`config.mk`:
```
export PLATFORM = sky130hd
export DESIGN_NAME = json_token_lexer_unit
export DESIGN_NICKNAME = d
export VERILOG_FILES = /design/src/rtl/core/jtl_pkg.sv /design/src/rtl/core/jtl_scan.sv /design/src/rtl/core/jtl_obuf.sv /design/src/rtl/core/json_token_lexer_unit.sv
export SDC_FILE = /design/constraint.sdc
export NUM_CORES = 1
export LEC_CHECK = 0
export BUFFER_PORTS_ARGS = -buffer_cell sky130_fd_sc_hd__buf_2
export CORE_ASPECT_RATIO = 1.4
export CORE_MARGIN = 3
export CORE_UTILIZATION = 30
export CTS_CLUSTER_SIZE = 12
export DETAILED_ROUTE_END_ITERATION = 16
export PLACE_DENSITY_LB_ADDON = 0.05
export SLEW_MARGIN = 10
export SYNTH_ARGS = -nofsm -noshare
export SYNTH_HDL_FRONTEND = slang
export SYNTH_HIERARCHICAL = 1
export SYNTH_SLANG_ARGS = --single-unit
```
`constraint.sdc`:
```
create_clock -name clk -period 7.35 [get_ports clk]
set_input_delay 1.47 -clock clk [delete_from_list [all_inputs] [get_ports clk]]
set_output_delay 1.47 -clock clk [all_outputs]
set_load 0.01 [all_outputs]
```
`src/rtl/core/jtl_pkg.sv`:
```
package jtl_pkg;

  localparam int OFFSET_BITS = 16;

  typedef logic [OFFSET_BITS-1:0] pos_t;

  typedef enum logic [2:0] {
    MODE_IDLE,
    MODE_NUMBER,
    MODE_TRUE,
    MODE_FALSE,
    MODE_NULL,
    MODE_STRING
  } mode_t;

  localparam logic [3:0] KIND_LBRACE   = 4'd0;
  localparam logic [3:0] KIND_RBRACE   = 4'd1;
  localparam logic [3:0] KIND_LBRACKET = 4'd2;
  localparam logic [3:0] KIND_RBRACKET = 4'd3;
  localparam logic [3:0] KIND_COLON    = 4'd4;
  localparam logic [3:0] KIND_COMMA    = 4'd5;
  localparam logic [3:0] KIND_NUMBER   = 4'd6;
  localparam logic [3:0] KIND_TRUE     = 4'd7;
  localparam logic [3:0] KIND_FALSE    = 4'd8;
  localparam logic [3:0] KIND_NULL     = 4'd9;
  localparam logic [3:0] KIND_STRING   = 4'd10;

  localparam logic [7:0] CH_TAB    = 8'h09;
  localparam logic [7:0] CH_LF     = 8'h0A;
  localparam logic [7:0] CH_FF     = 8'h0C;
  localparam logic [7:0] CH_CR     = 8'h0D;
  localparam logic [7:0] CH_SPACE  = 8'h20;
  localparam logic [7:0] CH_QUOTE  = 8'h22;
  localparam logic [7:0] CH_PLUS   = 8'h2B;
  localparam logic [7:0] CH_COMMA  = 8'h2C;
  localparam logic [7:0] CH_MINUS  = 8'h2D;
  localparam logic [7:0] CH_DOT    = 8'h2E;
  localparam logic [7:0] CH_ZERO   = 8'h30;
  localparam logic [7:0] CH_NINE   = 8'h39;
  localparam logic [7:0] CH_COLON  = 8'h3A;
  localparam logic [7:0] CH_UPPER_E = 8'h45;
  localparam logic [7:0] CH_LBRACKET = 8'h5B;
  localparam logic [7:0] CH_BSLASH = 8'h5C;
  localparam logic [7:0] CH_RBRACKET = 8'h5D;
  localparam logic [7:0] CH_A      = 8'h61;
  localparam logic [7:0] CH_E      = 8'h65;
  localparam logic [7:0] CH_F      = 8'h66;
  localparam logic [7:0] CH_L      = 8'h6C;
  localparam logic [7:0] CH_N      = 8'h6E;
  localparam logic [7:0] CH_R      = 8'h72;
  localparam logic [7:0] CH_S      = 8'h73;
  localparam logic [7:0] CH_T      = 8'h74;
  localparam logic [7:0] CH_U      = 8'h75;
  localparam logic [7:0] CH_LBRACE = 8'h7B;
  localparam logic [7:0] CH_RBRACE = 8'h7D;

  typedef struct packed {
    logic [3:0]  kind;
    logic [15:0] offset;
    logic [15:0] length;
    logic        err;
    logic        last;
    logic        done;
  } tok_t;

  typedef struct packed {
    tok_t       tok0;
    tok_t       tok1;
    logic [1:0] cnt;
  } scan_out_t;

  function automatic logic [15:0] clamp_out(input pos_t v);
    logic [32:0] w;
    w = 33'(v);
    return (w > 33'h0FFFF) ? 16'hFFFF : w[15:0];
  endfunction

  function automatic logic is_digit(input logic [7:0] c);
    return (c >= CH_ZERO) && (c <= CH_NINE);
  endfunction

  function automatic logic continues_run(input mode_t m, input logic [7:0] c);
    logic r;
    r = 1'b0;
    case (m)
      MODE_NUMBER: r = (c == CH_MINUS) || (c == CH_PLUS) || (c == CH_DOT) ||
                       (c == CH_UPPER_E) || (c == CH_E) || is_digit(c);
      MODE_TRUE:   r = (c == CH_R) || (c == CH_U) || (c == CH_E);
      MODE_FALSE:  r = (c == CH_A) || (c == CH_L) || (c == CH_S) || (c == CH_E);
      MODE_NULL:   r = (c == CH_U) || (c == CH_L);
      default:     r = 1'b0;
    endcase
    return r;
  endfunction

  function automatic tok_t make_tok(input logic [3:0] kind, input pos_t off,
                                    input pos_t len, input logic err,
                                    input logic done);
    tok_t t;
    t.kind   = kind;
    t.offset = clamp_out(off);
    t.length = clamp_out(len);
    t.err    = err;
    t.last   = 1'b0;
    t.done   = done;
    return t;
  endfunction

endpackage

```
`src/rtl/core/jtl_scan.sv`:
```
module jtl_scan
  import jtl_pkg::*;
(
  input  logic       clk,
  input  logic       rst_n,
  input  logic       advance,
  input  logic [7:0] text_byte,
  input  logic       end_of_text,
  output scan_out_t  result
);

  mode_t mode_r, mode_nxt;
  pos_t  begin_r, begin_nxt;
  pos_t  pos_r, pos_nxt;
  logic  bs_r, bs_nxt;
  logic  halt_r, halt_nxt;

  always_ff @(posedge clk) begin
    if (!rst_n) begin
      mode_r  <= MODE_IDLE;
      begin_r <= '0;
      pos_r   <= '0;
      bs_r    <= 1'b0;
      halt_r  <= 1'b0;
    end else if (advance) begin
      mode_r  <= mode_nxt;
      begin_r <= begin_nxt;
      pos_r   <= pos_nxt;
      bs_r    <= bs_nxt;
      halt_r  <= halt_nxt;
    end
  end

  function automatic tok_t run_tok(input mode_t m, input pos_t b, input pos_t e,
                                   input logic done);
    tok_t t;
    case (m)
      MODE_TRUE:  t = make_tok(KIND_TRUE, b, pos_t'(4), 1'b0, done);
      MODE_FALSE: t = make_tok(KIND_FALSE, b, pos_t'(5), 1'b0, done);
      MODE_NULL:  t = make_tok(KIND_NULL, b, pos_t'(4), 1'b0, done);
      default:    t = make_tok(KIND_NUMBER, b, (e > b) ? e - b : '0, 1'b0, done);
    endcase
    return t;
  endfunction

  always_comb begin
    logic       used;
    logic [1:0] n;
    pos_t       nxt;
    tok_t       res [2];
    tok_t       t;
    logic       emit;

    used = 1'b0;
    n    = 2'd0;
    emit = 1'b0;
    t    = '0;
    res[0] = '0;
    res[1] = '0;
    nxt  = (pos_r == '1) ? pos_r : pos_r + pos_t'(1);

    mode_nxt  = mode_r;
    begin_nxt = begin_r;
    pos_nxt   = pos_r;
    bs_nxt    = bs_r;
    halt_nxt  = halt_r;

    if (halt_r) begin
      if (end_of_text) begin
        halt_nxt = 1'b0;
        mode_nxt = MODE_IDLE;
        begin_nxt = '0;
        pos_nxt = '0;
        bs_nxt = 1'b0;
      end
    end else begin
      if (mode_r == MODE_STRING) begin
        used = 1'b1;
        if (bs_r) begin
          bs_nxt = 1'b0;
        end else if (text_byte == CH_BSLASH) begin
          bs_nxt = 1'b1;
        end else if (text_byte == CH_QUOTE) begin
          res[0] = make_tok(KIND_STRING, begin_r, nxt - begin_r, 1'b0, end_of_text);
          n = 2'd1;
          mode_nxt = MODE_IDLE;
        end
      end else if (mode_r != MODE_IDLE) begin
        if (continues_run(mode_r, text_byte)) begin
          used = 1'b1;
        end else begin
          res[0] = run_tok(mode_r, begin_r, pos_r, end_of_text);
          n = 2'd1;
          mode_nxt = MODE_IDLE;
        end
      end

      if (!used) begin
        case (text_byte)
          CH_SPACE, CH_TAB, CH_FF, CH_CR, CH_LF: emit = 1'b0;
          CH_LBRACE: begin
            emit = 1'b1;
            t = make_tok(KIND_LBRACE, pos_r, pos_t'(1), 1'b0, end_of_text);
          end
          CH_RBRACE: begin
            emit = 1'b1;
            t = make_tok(KIND_RBRACE, pos_r, pos_t'(1), 1'b0, end_of_text);
          end
          CH_LBRACKET: begin
            emit = 1'b1;
            t = make_tok(KIND_LBRACKET, pos_r, pos_t'(1), 1'b0, end_of_text);
          end
          CH_RBRACKET: begin
            emit = 1'b1;
            t = make_tok(KIND_RBRACKET, pos_r, pos_t'(1), 1'b0, end_of_text);
          end
          CH_COLON: begin
            emit = 1'b1;
            t = make_tok(KIND_COLON, pos_r, pos_t'(1), 1'b0, end_of_text);
          end
          CH_COMMA: begin
            emit = 1'b1;
            t = make_tok(KIND_COMMA, pos_r, pos_t'(1), 1'b0, end_of_text);
          end
          CH_T: begin
            mode_nxt = MODE_TRUE;
            begin_nxt = pos_r;
          end
          CH_F: begin
            mode_nxt = MODE_FALSE;
            begin_nxt = pos_r;
          end
          CH_N: begin
            mode_nxt = MODE_NULL;
            begin_nxt = pos_r;
          end
          CH_QUOTE: begin
            mode_nxt = MODE_STRING;
            begin_nxt = pos_r;
            bs_nxt = 1'b0;
          end
          default: begin
            if ((text_byte == CH_MINUS) || (text_byte == CH_DOT) || is_digit(text_byte)) begin
              mode_nxt = MODE_NUMBER;
              begin_nxt = pos_r;
            end else begin
              emit = 1'b1;
              t = make_tok(KIND_LBRACE, pos_r, '0, 1'b1, end_of_text);
              halt_nxt = 1'b1;
            end
          end
        endcase
        if (emit) begin
          res[n[0]] = t;
          n = n + 2'd1;
        end
      end

      if (end_of_text) begin
        if (!halt_nxt) begin
          if (mode_nxt == MODE_STRING) begin
            res[n[0]] = make_tok(KIND_STRING, begin_nxt, nxt - begin_nxt, 1'b1, 1'b1);
            n = n + 2'd1;
          end else if (mode_nxt != MODE_IDLE) begin
            res[n[0]] = run_tok(mode_nxt, begin_nxt, nxt, 1'b1);
            n = n + 2'd1;
          end
        end
        mode_nxt = MODE_IDLE;
        begin_nxt = '0;
        pos_nxt = '0;
        bs_nxt = 1'b0;
        halt_nxt = 1'b0;
      end else begin
        pos_nxt = nxt;
      end
    end

    if (n == 2'd2) begin
      res[1].last = 1'b1;
    end else begin
      res[0].last = 1'b1;
    end

    result.tok0 = res[0];
    result.tok1 = res[1];
    result.cnt  = n;
  end

endmodule

```
`src/rtl/core/jtl_obuf.sv`:
```
module jtl_obuf
  import jtl_pkg::*;
(
  input  logic      clk,
  input  logic      rst_n,
  input  logic      load,
  input  scan_out_t result,
  output logic      can_load,
  output tok_t      out_tok,
  output logic      out_valid,
  input  logic      out_ready
);

  tok_t       slot0_r, slot0_nxt;
  tok_t       slot1_r, slot1_nxt;
  logic [1:0] cnt_r, cnt_nxt;
  logic       pop;

  assign out_valid = (cnt_r != 2'd0);
  assign out_tok   = slot0_r;
  assign pop       = out_valid && out_ready;
  assign can_load  = (cnt_r == 2'd0) || ((cnt_r == 2'd1) && out_ready);

  always_comb begin
    slot0_nxt = slot0_r;
    slot1_nxt = slot1_r;
    cnt_nxt   = cnt_r;
    if (load) begin
      slot0_nxt = result.tok0;
      slot1_nxt = result.tok1;
      cnt_nxt   = result.cnt;
    end else if (pop) begin
      slot0_nxt = slot1_r;
      cnt_nxt   = cnt_r - 2'd1;
    end
  end

  always_ff @(posedge clk) begin
    if (!rst_n) begin
      cnt_r <= 2'd0;
    end else begin
      cnt_r <= cnt_nxt;
    end
  end

  always_ff @(posedge clk) begin
    slot0_r <= slot0_nxt;
    slot1_r <= slot1_nxt;
  end

endmodule

```
`src/rtl/core/json_token_lexer_unit.sv`:
```
// Path: input register, then combinational scanner into the output buffer.
// Throughput: one input word per cycle while the buffer can load; a word yielding
// two tokens holds the input until the second token drains from the buffer.
// Reset: synchronous active-low rst_n clears the scanner state, the input
// register and the output buffer; the next word starts a new text at offset 0.
module json_token_lexer_unit
  import jtl_pkg::*;
(
  input  logic        clk,
  input  logic        rst_n,
  input  logic        in_tvalid,
  output logic        in_tready,
  input  logic [7:0]  in_tdata,   // [7:0] text_byte
  input  logic        in_tlast,   // end_of_text
  output logic        out_tvalid,
  input  logic        out_tready,
  output logic [39:0] out_tdata,  // [3:0] token_kind, [19:4] token_offset,
                                  // [35:20] token_length, [39:36] zero
  output logic [1:0]  out_tuser,  // [0] lex_error, [1] text_done
  output logic        out_tlast   // run_last
);

  logic       in_vld_r;
  logic [7:0] in_byte_r;
  logic       in_last_r;
  logic       can_load;
  logic       advance;
  scan_out_t  result;
  tok_t       out_tok;

  assign advance   = in_vld_r && can_load;
  assign in_tready = !in_vld_r || advance;

  always_ff @(posedge clk) begin
    if (!rst_n) begin
      in_vld_r <= 1'b0;
    end else if (in_tready) begin
      in_vld_r <= in_tvalid;
    end
  end

  always_ff @(posedge clk) begin
    if (in_tready && in_tvalid) begin
      in_byte_r <= in_tdata;
      in_last_r <= in_tlast;
    end
  end

  jtl_scan u_scan (
    .clk         (clk),
    .rst_n       (rst_n),
    .advance     (advance),
    .text_byte   (in_byte_r),
    .end_of_text (in_last_r),
    .result      (result)
  );

  jtl_obuf u_obuf (
    .clk       (clk),
    .rst_n     (rst_n),
    .load      (advance),
    .result    (result),
    .can_load  (can_load),
    .out_tok   (out_tok),
    .out_valid (out_tvalid),
    .out_ready (out_tready)
  );

  assign out_tdata = {4'b0000, out_tok.length, out_tok.offset, out_tok.kind};
  assign out_tuser = {out_tok.done, out_tok.err};
  assign out_tlast = out_tok.last;

endmodule

```
==> results of run 1 <==
worst max-delay path: cells and delay by family, from the launching register on:
family | cells | cell delay (ns)
AOI/OAI and AO/OA | 9 | 2.35
and+or+nand+nor | 6 | 1.78
DFF | 1 | 0.72
muxes | 2 | 0.61
adders and majority gates | 1 | 0.36
buffers and inverters | 1 | 0.27
worst max path at each step:
stage / slack (ns) / cells past startpoint / to
detailed placement: 1.0 / 19 / u_obuf/out_tok[17]
finish: 1.01 / 19 / u_obuf/out_tok[17]
global placement: 1.18 / 19 / u_obuf/out_tok[18]
global route: 0.54 / 19 / u_obuf/out_tok[17]
floorplan: 2.14 / 22 / u_obuf/out_tok[17]
CTS: 0.96 / 19 / u_obuf/out_tok[17]
state kept, by name, indices dropped and copies added (netlist names):
name,count
u_scan/bs_r,1
u_obuf/out_tok,39
u_obuf/cnt_r,2
u_scan/halt_r,1
u_obuf/slot1_r,39
in_byte_r,8
in_vld_r,1
u_scan/begin_r,16
u_scan/mode_r,3
in_last_r,1
u_scan/pos_r,16
through the flow:
step	total power (W)	utilization	cell area, µm²	hold slack, ns	worst slack [ns]
CTS	0.00215	0.340	11100	0.514	0.962
detailed placement	0.00132	0.324	10500	0.502	0.995
finish	0.00211	0.340	11100	0.510	1.01
global route	0.00221	0.340	11100	0.539	0.535
global placement	0.00133	0.323	10500	0.494	1.18
floorplan	0.00119	-	9980	0.500	2.14
synthesized netlist by cell type, drive strengths merged (4+ instances only):
| master | number | share of area |
|---|---|---|
| a21o | 21 | 0.016 |
| a211oi | 14 | 0.013 |
| inv | 39 | 0.015 |
| o21a | 13 | 0.0099 |
| a22oi | 13 | 0.0098 |
| nand2 | 87 | 0.033 |
| nor2 | 63 | 0.024 |
| nor3b | 12 | 0.0090 |
| o31ai | 5 | 0.0051 |
| dfxtp | 40 | 0.080 |
| mux2i | 18 | 0.018 |
| nand4 | 9 | 0.0056 |
| o211ai | 5 | 0.0038 |
| xor2 | 14 | 0.012 |
| a22o | 19 | 0.017 |
| edfxtp | 87 | 0.26 |
| nor2b | 27 | 0.017 |
| nor3 | 40 | 0.021 |
| a21boi | 8 | 0.0064 |
| a31oi | 9 | 0.0056 |
| buf | 26 | 0.022 |
| and3 | 10 | 0.0063 |
| or3 | 11 | 0.0069 |
| nand3 | 37 | 0.019 |
| o22ai | 4 | 0.0025 |
| a2111oi | 7 | 0.0069 |
| o21ai | 68 | 0.036 |
| nand2b | 11 | 0.0077 |
| o21bai | 6 | 0.0045 |
| nor4 | 10 | 0.0075 |
| mux2 | 39 | 0.058 |
| a21oi | 73 | 0.038 |
| or2 | 9 | 0.0056 |
| clkbuf | 44 | 0.017 |
| o41ai | 5 | 0.0044 |
| xnor2 | 40 | 0.035 |
| a221oi | 5 | 0.0044 |
| and2 | 27 | 0.017 |
| ha | 51 | 0.064 |
logic make-up (layout without fill, tap and decap cells):
kind of cell / count (synthesis) / count (layout)
AOI/OAI and AO/OA: 303 / 303
other: 1 / 4
adders and majority gates: 54 / 54
and+or+nand+nor: 376 / 376
xor gates and xnor gates: 54 / 54
muxes: 57 / 57
DFF: 127 / 127
buffers and inverters: 110 / 138
final cells by class:
type / count / area share
inverter: 40 / 0.0135
clock inverter: 13 / 0.0107
tap: 440 / 0.0496
timing repair buffer: 67 / 0.0334
clock buffer: 18 / 0.0387
sequential: 127 / 0.308
multi-input combinational: 848 / 0.546
metal layers:
metal  vias up  part of all wire  GRT usage
met5         -                 0          0
met4         0             0.055      0.116
met3        87             0.028     0.0267
met2       233              0.54      0.385
met1      4138              0.38      0.214
li1       4049                 -          -
power by group through the flow:
stage,sequential (W),clock [W],combinational (W)
6_report,0.000904,0.000814,0.000395
5_1_grt,0.000913,0.000870,0.000429
4_1_cts,0.000906,0.000845,0.000404
3_5_place_dp,0.000920,0,0.000402
3_3_place_gp,0.000921,0,0.000404
2_1_floorplan,0.000929,0,0.000259
==> summary.md, run 1 <==
| Metric | Value |
|---|---|
| Outcome | `finished clean` |
| Share of layout cells above drive strength 1 | `0.154` |
| Register area share after synthesis | `0.342` |
| Gate power share | `0.187` |
| Register Area | `0.00341 mm²` |
| Slew HR | `0.250` |
| Internal power | `0.00148 W` |
| Overflow after GRT | `0` |
| Clock transition at path regs | `0.06 ns` |
| Routed Antenna Nets | `0` |
| Max IR drop VDD | `0.131 mV` |
| Hold EP | `in_vld_r` |
| Most frequent cells in the layout | `edfxtp_1, nand2_1, a21oi_1, o21ai_0, nor2_1` |
| Die area | `around 0.035 mm²` |
| Slowest CP cell | `o31ai_1` |
| Crit end category | `register` |
| Port Buffers | `53` |
| Crit path kind | `reg -> reg` |
| Clock Power Share | `0.385` |
| Multiplexer area fraction after synthesis | `0.0764` |
| Pleak | `~4.2 nW` |
| Slew @ Worst Pin | `between 1 and 1.5 ns` |
| Post-synthesis register bit count | `around 130` |
| Worst reg2reg path depth | `19` |
| H-Tree Depth | `4` |
| DRC | `0` |
| Top Ports | `between 50 and 60` |
| Sw Ratio | `0.299` |
| CP arrival | `6.54 ns` |
| Fmax | `roughly 160 MHz` |
| Worst skew pair latency | `0.45 ns` |
| All-Layer GR Usage | `0.204` |
| Final #Nets | `1168` |
| Placer congestion estimate | `0.867` |
| Final WL | `36.2 mm` |
| Synth Cell Area | `0.00997 mm²` |
| Finished Layout Cells | `1553` |
| Mean area per synthesized cell | `9.22 µm²` |
| Min-delay src | `in_vld_r` |
| Unrepaired setup endpoints after global routing | `no` |
| Die Width | `160 µm` |
| Synthesized-area fraction occupied by adder cells | `0.0700` |
| Number of max-cap violations | `0` |
| Initial detailed-routing violation count | `521` |
| Synth Area in Compound Gates | `0.208` |
| Min-Delay Path Class | `reg -> reg` |
| Max Root-Sink Buffers | `2` |
| Ys async rst share | `0` |
| CP Cell Sequence | `and4bb_1 -> nor2_1 -> o32ai_2 -> or4_4 -> nor2_2 -> o31ai_4 -> buf_4 -> mux2i_1 -> ha_1 -> a21oi_1 -> nor3b_1 -> a22oi_1 -> a211o_1 -> a311oi_1 -> or2_2 -> a211oi_1 -> o31ai_1 -> a221oi_1 -> mux2_4` |
| First-pass DRT Iterations | `5` |
| Final setup fails | `0` |
| Final hold violation count | `0` |
| RR Startpoint | `in_byte_r[3]` |
| DP Wirelength | `27.0 mm` |
| Synth warnings | `6` |
| R2r endpoint | `u_obuf/out_tok[17]` |
| Max incr delay on CP | `between 0.7 and 0.8 ns` |
| Placed Instances | `1522` |
| Drt via density | `around 5.5` |
| Core ar. | `0.0326 mm²` |
| Worst Skew | `0.0162 ns` |
| Filler Cell Count | `3490` |
| Part of the cycle the worst path needs | `0.863` |
| Routed length per instance | `23.3 µm` |
| Vias in the first global route | `8829` |
| Primary FF master, synth | `edfxtp_1` |
| Power share of the sequential group | `0.428` |
| Psw | `about 0.00063 W` |
| Diode count | `0` |
| WP data required | `7.55 ns` |
| Area grow syn2layout | `11.3%` |
| Max-slew violation count | `0` |
| Hold depth | `2` |
| Multi-input gate area | `approximately 0.0061 mm²` |
| Largest net degree at the start of global routing | `60` |
| Global-route wire length before repair | `~55 mm` |
| Clock tree sinks | `between 100 and 150` |
| TritonCTS clock tree | `built` |
| Main combinational cell family by area after synthesis | `compound AO/OA/AOI/OAI gates` |
| CTS resizes | `0` |
| CTS buffer count | `17` |
| Min Tclk post-route | `6.34 ns` |
| EDFF count, synth | `87` |
| Pwr Density | `190 mW/mm²` |
| Synth Instances | `about 1100` |
| Die Y | `222 µm` |
| Post-CTS Hold Buffers | `0` |
| Initial antenna violation count | `0` |
| Total Neg Setup Slack | `0 ns` |
| Synth cell types | `99` |
| Core Rows | `between 70 and 80` |
| Starting density of the core | `0.306` |
| Postcts setup bufs | `0` |
| Critical Path Fanout Max | `18` |
| Root Driver | `clkbuf_16` |
| CP startpoint | `in_byte_r[3]` |
| Reg-to-reg slack, setup | `1.01 ns` |
| CP Launch Type | `register` |
| Post-Synth Simple-Gate Area | `0.202` |
| Xor/xnor share of the synthesized area | `0.0474` |
| Via Count | `8507` |
Note: power is estimated with default switching activity, not from simulation.
==> run 2, diff against run 1 <==
SYNTH_HIERARCHICAL = not set   (was 1)
==> run 2 against run 1 <==
Compared with the run above: combinational power hardly changed; die area is 5.8% lower; total power is 0.59% lower; core utilization is 0.41 points higher; register-to-register slack better by 0.45 ns; sequential share of layout area is 1.8 points higher; final cell count is 6.1% lower; critical endpoint is now u_obuf.slot1_r[17]; first-iteration DRC count is 16% lower; worst hold slack better by 0.012 ns; flip-flop and latch count stayed put; synthesized cell count is 4.0% lower; area after synthesis is 6.0% lower.
==> summary.md, run 2 <==
| Metric | Value |
|---|---|
| Outcome | `finished clean (unchanged)` |
| Post-synthesis register bit count | `127 (unchanged)` |
| Final hold violation count | `0 (unchanged)` |
| Clock transition at path regs | `0.06 ns (about the same)` |
| Vias in the first global route | `8054 (was 8829)` |
| Share of the synthesized area in the top cell type | `0.279 (was 0.262)` |
| Initial antenna violation count | `0 (unchanged)` |
| Worst skew pair latency | `0.45 ns (about the same)` |
| Top Ports | `58 (unchanged)` |
| Final #Nets | `1127 (was 1168)` |
| Die area | `0.0334 mm² (was 0.0355 mm²)` |
| Synth warnings | `0 (was 6)` |
| Port Buffers | `53 (unchanged)` |
| Drt via density | `5.47 (was 5.48)` |
| Part of the cycle the worst path needs | `0.802 (was 0.863)` |
| Most common cell after layout, fill and taps aside | `nand2_1` |
| Placed Instances | `1426 (was 1522)` |
| Initial detailed-routing violation count | `440 (was 521)` |
| Critical Path Fanout Max | `16 (was 18)` |
| Routed length per instance | `21.9 µm (was 23.3 µm)` |
| Min Tclk post-route | `5.89 ns (was 6.34 ns)` |
| Postcts setup bufs | `0 (unchanged)` |
| Max-slew violation count | `0 (unchanged)` |
| Core ar. | `0.0304 mm² (was 0.0326 mm²)` |
| Register area share after synthesis | `0.364 (was 0.342)` |
| End of the critical path | `u_obuf.slot1_r[17] (was u_obuf/out_tok[17])` |
| Largest net degree at the start of global routing | `47 (was 60)` |
| CP startpoint | `in_byte_r[4] (was in_byte_r[3])` |
| Total Neg Setup Slack | `0 ns (unchanged)` |
| Reg-to-reg slack, setup | `1.46 ns (was 1.01 ns)` |
| CP arrival | `6.20 ns (was 6.54 ns)` |
| Core Rows | `75 (was 78)` |
| Mean area per synthesized cell | `9.02 µm² (was 9.22 µm²)` |
| Dominant cell type by area after synthesis | `edfxtp_1 (unchanged)` |
| Unrepaired setup endpoints after global routing | `no (unchanged)` |
| Placer congestion estimate | `0.911 (was 0.867)` |
| Synth Cell Area | `0.00937 mm² (was 0.00997 mm²)` |
| Psw | `0.000654 W (was 0.000632 W)` |
| Internal power | `0.00145 W (was 0.00148 W)` |
| Starting density of the core | `0.308 (was 0.306)` |
| Max incr delay on CP | `0.76 ns (about the same)` |
| Primary FF master, synth | `edfxtp_1 (unchanged)` |
| Power share of the sequential group | `0.438 (was 0.428)` |
| RR Startpoint | `in_byte_r[4] (was in_byte_r[3])` |
| Finished Layout Cells | `1458 (was 1553)` |
| Die Width | `155 µm (was 160 µm)` |
| Min-Delay Path Class | `reg -> reg (unchanged)` |
| Sw Ratio | `0.311 (was 0.299)` |
| Count leader, synth | `nand2_1` |
| Slew @ Worst Pin | `1.12 ns (about the same)` |
| Slew HR | `0.248 (was 0.250)` |
| Worst reg2reg path depth | `17 (was 19)` |
| Final WL | `31.9 mm (was 36.2 mm)` |
| Via Count | `7980 (was 8507)` |
| Area grow syn2layout | `11.8% (was 11.3%)` |
| Pleak | `3.88 nW (was 4.15 nW)` |
| WP data required | `7.66 ns (was 7.55 ns)` |
| TritonCTS clock tree | `built (unchanged)` |
| CTS buffer count | `17 (unchanged)` |
| Slowest CP cell | `or4b_1 (was o31ai_1)` |
| Synth Instances | `1039 (was 1082)` |
| CTS resizes | `0 (unchanged)` |
| Clock tree sinks | `127 (unchanged)` |
| Max IR drop VDD | `0.130 mV (was 0.131 mV)` |
| Die Y | `215 µm (was 222 µm)` |
| Global-route wire length before repair | `48.2 mm (was 54.7 mm)` |
| Max Root-Sink Buffers | `2 (unchanged)` |
| CP Cell Sequence | `or4b_1 -> o32ai_4 -> a211oi_2 -> nor3_4 -> or2_1 -> a21oi_2 -> mux2_2 -> ha_1 -> fa_1 -> nor2b_1 -> o31a_1 -> o41ai_1 -> a211o_1 -> a21o_1 -> o21ai_0 -> nor3b_1 -> and2_1 (was and4bb_1 -> nor2_1 -> o32ai_2 -> or4_4 -> nor2_2 -> o31ai_4 -> buf_4 -> mux2i_1 -> ha_1 -> a21oi_1 -> nor3b_1 -> a22oi_1 -> a211o_1 -> a311oi_1 -> or2_2 -> a211oi_1 -> o31ai_1 -> a221oi_1 -> mux2_4)` |
| Fmax | `170 MHz (was 158 MHz)` |
| Final core utilization | `0.345 (was 0.340)` |
| Number of max-cap violations | `0 (unchanged)` |
| Total power | `0.00210 W (was 0.00211 W)` |
| Top post-synthesis cells by count | `nand2_1, edfxtp_1, nor2_1, and2_1, o21ai_0 (was edfxtp_1, nand2_1, a21oi_1, o21ai_0, nor2_1)` |
| Crit path kind | `reg -> reg (unchanged)` |
| R2r endpoint | `u_obuf.slot1_r[17] (was u_obuf/out_tok[17])` |
| All-Layer GR Usage | `0.190 (was 0.204)` |
| Clock Power Share | `0.373 (was 0.385)` |
| Share of layout cells above drive strength 1 | `0.112 (was 0.154)` |
| DP Wirelength | `24.4 mm (was 27.0 mm)` |
| H-Tree Depth | `4 (unchanged)` |
| Routed Antenna Nets | `0 (unchanged)` |
| CP Launch Type | `register (unchanged)` |
| DRC | `0 (unchanged)` |
| Gate power share | `0.189 (was 0.187)` |
| Final setup fails | `0 (unchanged)` |
| Worst Skew | `0.0104 ns (was 0.0162 ns)` |
| Synth cell types | `86 (was 99)` |
| EDFF count, synth | `87 (unchanged)` |
| Crit end category | `register (unchanged)` |
| Synth top area cells | `edfxtp_1, dfxtp_1, ha_1 (unchanged)` |
| Post-CTS Hold Buffers | `0 (unchanged)` |
| Overflow after GRT | `0 (unchanged)` |
| Diode count | `0 (unchanged)` |
| Root Driver | `clkbuf_16 (unchanged)` |
| Most frequent cells in the layout | `nand2_1, edfxtp_1, nor2_1, and2_1, o21ai_0 (was edfxtp_1, nand2_1, a21oi_1, o21ai_0, nor2_1)` |
| Ys async rst share | `0 (unchanged)` |
| Pwr Density | `201 mW/mm² (was 190 mW/mm²)` |
| First-pass DRT Iterations | `5 (unchanged)` |
-- run 2: cell types whose count changed after synthesis, sizes merged, moves of 8 or more --
cell	change
buf	-9
nor2	+9
nor3	-12
a21oi	-18
a221o	+15
and2	+39
a21o	-8
nand3	-16
a32o	+8
a22o	-14
mux2	-35
-- run 2: logic make-up (layout without fill, tap and decap cells) --
family	count (synthesis)	in the layout	synth area share
and+or+nand+nor	392	392	0.221
AOI/OAI and AO/OA	290	290	0.219
DFF	127	127	0.364
buffers and inverters	96	127	0.0426
adders and majority gates	54	54	0.0745
xor gates and xnor gates	50	50	0.0467
muxes	29	29	0.0315
other	1	4	0.000400
-- run 2: final cells by class --
type | instances | area, µm²
fill | 3250 | 19900
inverter | 34 | 128
clock inverter | 15 | 113
sequential | 127 | 3410
multi-input combinational | 819 | 5590
tap | 385 | 482
timing repair buffer | 61 | 325
clock buffer | 17 | 425
-- run 2: per-layer routing --
metal  up-vias  wire [µm]  GRT usage
li1       3896          -          -
met1      3864      11900      0.202
met2       162      17800      0.359
met3        58        801     0.0304
met4         0       1310     0.0914
met5         -          0          0
-- run 2: power by group through the flow --
stage          sequential, W  clock, W  combinational (W)
2_1_floorplan       0.000946         0           0.000235
4_1_cts             0.000923  0.000809           0.000408
3_5_place_dp        0.000938         0           0.000407
5_1_grt             0.000932  0.000833           0.000437
6_report            0.000921  0.000783           0.000397
3_3_place_gp        0.000937         0           0.000407
-- run 2: how the worst min path moves through the flow --
stage	cells after the start	from	slack [ns]	end
floorplan	2	u_scan.bs_r	0.49	u_scan.bs_r
global placement	1	u_obuf.slot1_r[0]	0.51	u_obuf.out_tok[0]
detailed placement	1	u_obuf.slot1_r[0]	0.51	u_obuf.out_tok[0]
CTS	1	u_obuf.slot1_r[0]	0.52	u_obuf.out_tok[0]
global route	1	u_obuf.slot1_r[0]	0.53	u_obuf.out_tok[0]
finish	1	u_obuf.slot1_r[0]	0.52	u_obuf.out_tok[0]
-- run 2: through the flow --
step	setup WS (ns)	hold WS (ns)	cell area, µm²
after global placement	1.65	0.505	9940
after detailed placement	1.53	0.508	9940
after CTS	1.47	0.522	10500
after floorplan	2.45	0.490	9380
final	1.46	0.522	10500
after global routing	1.03	0.529	10500
-- run 2: critical path: cells and delay by family, from the launching register on --
kind / cells / cell delay (ns)
mux: 1 / 0.34
simple gates: 6 / 2.45
compound gates: 8 / 1.66
fa+ha+maj: 2 / 0.69
flops: 1 / 0.59
==> run 3, diff against run 2 <==
clock period = 6 ns   (was 7.35 ns; I/O delays follow)
==> run 3 against run 2 <==
Compared with the run above: final area increased by 1.4%; core utilization is 0.49 points higher; final cell count increased by 1.0%; critical path type unchanged; via count is 1.2% higher; critical path depth rose by 1; die area is the same; global-route usage increased by 0.56 points; total power increased by 26%; setup slack worse by 0.99 ns; sequential share of layout area down 0.45 points.
==> summary.md, run 3 (synthesized netlist as in run 2, its figures left out) <==
| Metric | Value |
|---|---|
| Outcome | `finished clean (unchanged)` |
| Share of layout cells above drive strength 1 | `0.123 (was 0.112)` |
| Max Root-Sink Buffers | `2 (unchanged)` |
| Initial detailed-routing violation count | `458 (was 440)` |
| Vias in the first global route | `8250 (was 8054)` |
| Final setup fails | `0 (unchanged)` |
| Area grow syn2layout | `13.3% (was 11.8%)` |
| Clock Power Share | `0.387 (was 0.373)` |
| DP Area | `0.0100 mm² (was 0.00994 mm²)` |
| Placed Instances | `1441 (was 1426)` |
| Max-slew violation count | `0 (unchanged)` |
| Post-route cell area | `0.0106 mm² (was 0.0105 mm²)` |
| Gate power share | `0.187 (was 0.189)` |
| Port Buffers | `53 (unchanged)` |
| Critical Path Fanout Max | `14 (was 16)` |
| All-Layer GR Usage | `0.196 (was 0.190)` |
| Part of the cycle the worst path needs | `0.922 (was 0.802)` |
| First-pass DRT Iterations | `5 (unchanged)` |
| DRC | `0 (unchanged)` |
| Finished Layout Cells | `1473 (was 1458)` |
| Post-CTS Hold Buffers | `0 (unchanged)` |
| Final hold violation count | `0 (unchanged)` |
| Internal power | `0.00186 W (was 0.00145 W)` |
| Clock transition at path regs | `0.06 ns (about the same)` |
| Placer congestion estimate | `0.876 (was 0.911)` |
| Max IR drop VDD | `0.158 mV (was 0.130 mV)` |
| Psw | `0.000785 W (was 0.000654 W)` |
| Die Y | `215 µm (unchanged)` |
| Crit path kind | `reg -> reg (unchanged)` |
| Most frequent cells in the layout | `nand2_1, edfxtp_1, nor2_1, and2_1, o21ai_0 (unchanged)` |
| H-Tree Depth | `4 (unchanged)` |
| Die area | `0.0334 mm² (unchanged)` |
| Drt via density | `5.48 (was 5.47)` |
| Via Count | `8075 (was 7980)` |
| Number of max-cap violations | `0 (unchanged)` |
| Core ar. | `0.0304 mm² (unchanged)` |
| Unrepaired setup endpoints after global routing | `no (unchanged)` |
| CP Launch Type | `register (unchanged)` |
| Sw Ratio | `0.297 (was 0.311)` |
| Worst Skew | `0.0150 ns (was 0.0104 ns)` |
| Overflow after GRT | `0 (unchanged)` |
| Crit end category | `register (unchanged)` |
| Slew HR | `0.247 (was 0.248)` |
| Root Driver | `clkbuf_16 (unchanged)` |
| Total Neg Setup Slack | `0 ns (unchanged)` |
| Starting density of the core | `0.308 (unchanged)` |
| Place WS | `0.461 ns (was 1.53 ns)` |
| CP arrival | `5.80 ns (was 6.20 ns)` |
| Min Tclk post-route | `5.53 ns (was 5.89 ns)` |
| Top Ports | `58 (unchanged)` |
| Core Rows | `75 (unchanged)` |
| WP data required | `6.27 ns (was 7.66 ns)` |
| Power share of the sequential group | `0.425 (was 0.438)` |
| CTS buffer count | `17 (unchanged)` |
| DP Wirelength | `25.2 mm (was 24.4 mm)` |
| Min-Delay Path Class | `reg -> reg (unchanged)` |
| Pwr Density | `249 mW/mm² (was 201 mW/mm²)` |
| Routed length per instance | `22.1 µm (was 21.9 µm)` |
| Diode count | `0 (unchanged)` |
| Initial antenna violation count | `0 (unchanged)` |
| Final #Nets | `1142 (was 1127)` |
| Final core utilization | `0.349 (was 0.345)` |
| Final WL | `32.6 mm (was 31.9 mm)` |
| TritonCTS clock tree | `built (unchanged)` |
| Postcts setup bufs | `0 (unchanged)` |
| CTS resizes | `0 (unchanged)` |
| Routed Antenna Nets | `0 (unchanged)` |
| Worst skew pair latency | `0.45 ns (about the same)` |
| Global-route wire length before repair | `49.2 mm (was 48.2 mm)` |
| Fmax | `181 MHz (was 170 MHz)` |
| Clock tree sinks | `127 (unchanged)` |
| Slew @ Worst Pin | `1.12 ns (about the same)` |
| Worst setup margin | `0.465 ns (was 1.46 ns)` |
| Largest net degree at the start of global routing | `46 (was 47)` |
| Most common cell after layout, fill and taps aside | `nand2_1 (unchanged)` |
| Die Width | `155 µm (unchanged)` |
| Pleak | `3.98 nW (was 3.88 nW)` |
| Filler Cell Count | `3243 (was 3250)` |
-- run 3: cell count changes in the layout (fill, tap and decap cells not counted), moves of 2 or more --
cell        change
clkinvlp_4      -2
clkinv_4        -2
bufinv_16       +2
buf_4          +15
-- run 3: layout make-up --
class / count / area, µm² / share of cell area
Multi-Input combinational cell: 819 / 5590 / 0.527
Sequential cell: 127 / 3410 / 0.321
Tap cell: 385 / 482 / 0.0453
Timing Repair Buffer: 76 / 438 / 0.0412
Clock buffer: 18 / 429 / 0.0404
Clock inverter: 14 / 140 / 0.0132
Inverter: 34 / 128 / 0.0120
-- run 3: final timing paths --
check,start,end,slack (ns),cells after the start
setup / recovery,in_byte_r[6],u_obuf.out_tok[11],0.47,18
hold / removal,u_obuf.slot1_r[0],u_obuf.out_tok[0],0.53,1
setup reg to reg,in_byte_r[6],u_obuf.out_tok[11],0.47,18
hold reg to reg,u_obuf.slot1_r[0],u_obuf.out_tok[0],0.53,1
-- run 3: power by group through the flow --
stage | logic, W | registers (W) | clock network (W)
6_report | 0.000495 | 0.00112 | 0.00102
3_5_place_dp | 0.000505 | 0.00115 | 0
5_1_grt | 0.000547 | 0.00114 | 0.00109
3_3_place_gp | 0.000509 | 0.00114 | 0
4_1_cts | 0.000506 | 0.00113 | 0.00105
2_1_floorplan | 0.000288 | 0.00116 | 0
-- run 3: metal layers --
metal	up-vias	GRT usage	part of all wire
li1	3929	-	-
met1	3892	0.199	0.37
met2	182	0.373	0.56
met3	72	0.0354	0.026
met4	0	0.0996	0.048
met5	-	0	0
-- run 3: critical path, stage by stage, from the launching register on --
cell and delay [ns]:
edfxtp_1 0.60, or4b_1 0.38, o32ai_1 0.17, a211oi_2 0.39, nor3_4 0.11, or2_1 0.28, a21oi_2 0.36, mux2_2 0.42
ha_1 0.22, fa_1 0.46, nor2b_1 0.17, o31a_1 0.18, o41ai_1 0.11, a211o_1 0.33, a21o_1 0.26, a21boi_0 0.15
o22ai_1 0.33, o21ai_2 0.15, o31ai_1 0.28
-- run 3: through the flow --
stage | total power, W | hold WS [ns]
3_5_place_dp | 0.00165 | 0.520
3_3_place_gp | 0.00165 | 0.511
4_1_cts | 0.00269 | 0.537
5_1_grt | 0.00277 | 0.554
2_1_floorplan | 0.00145 | 0.490
6_report | 0.00264 | 0.528
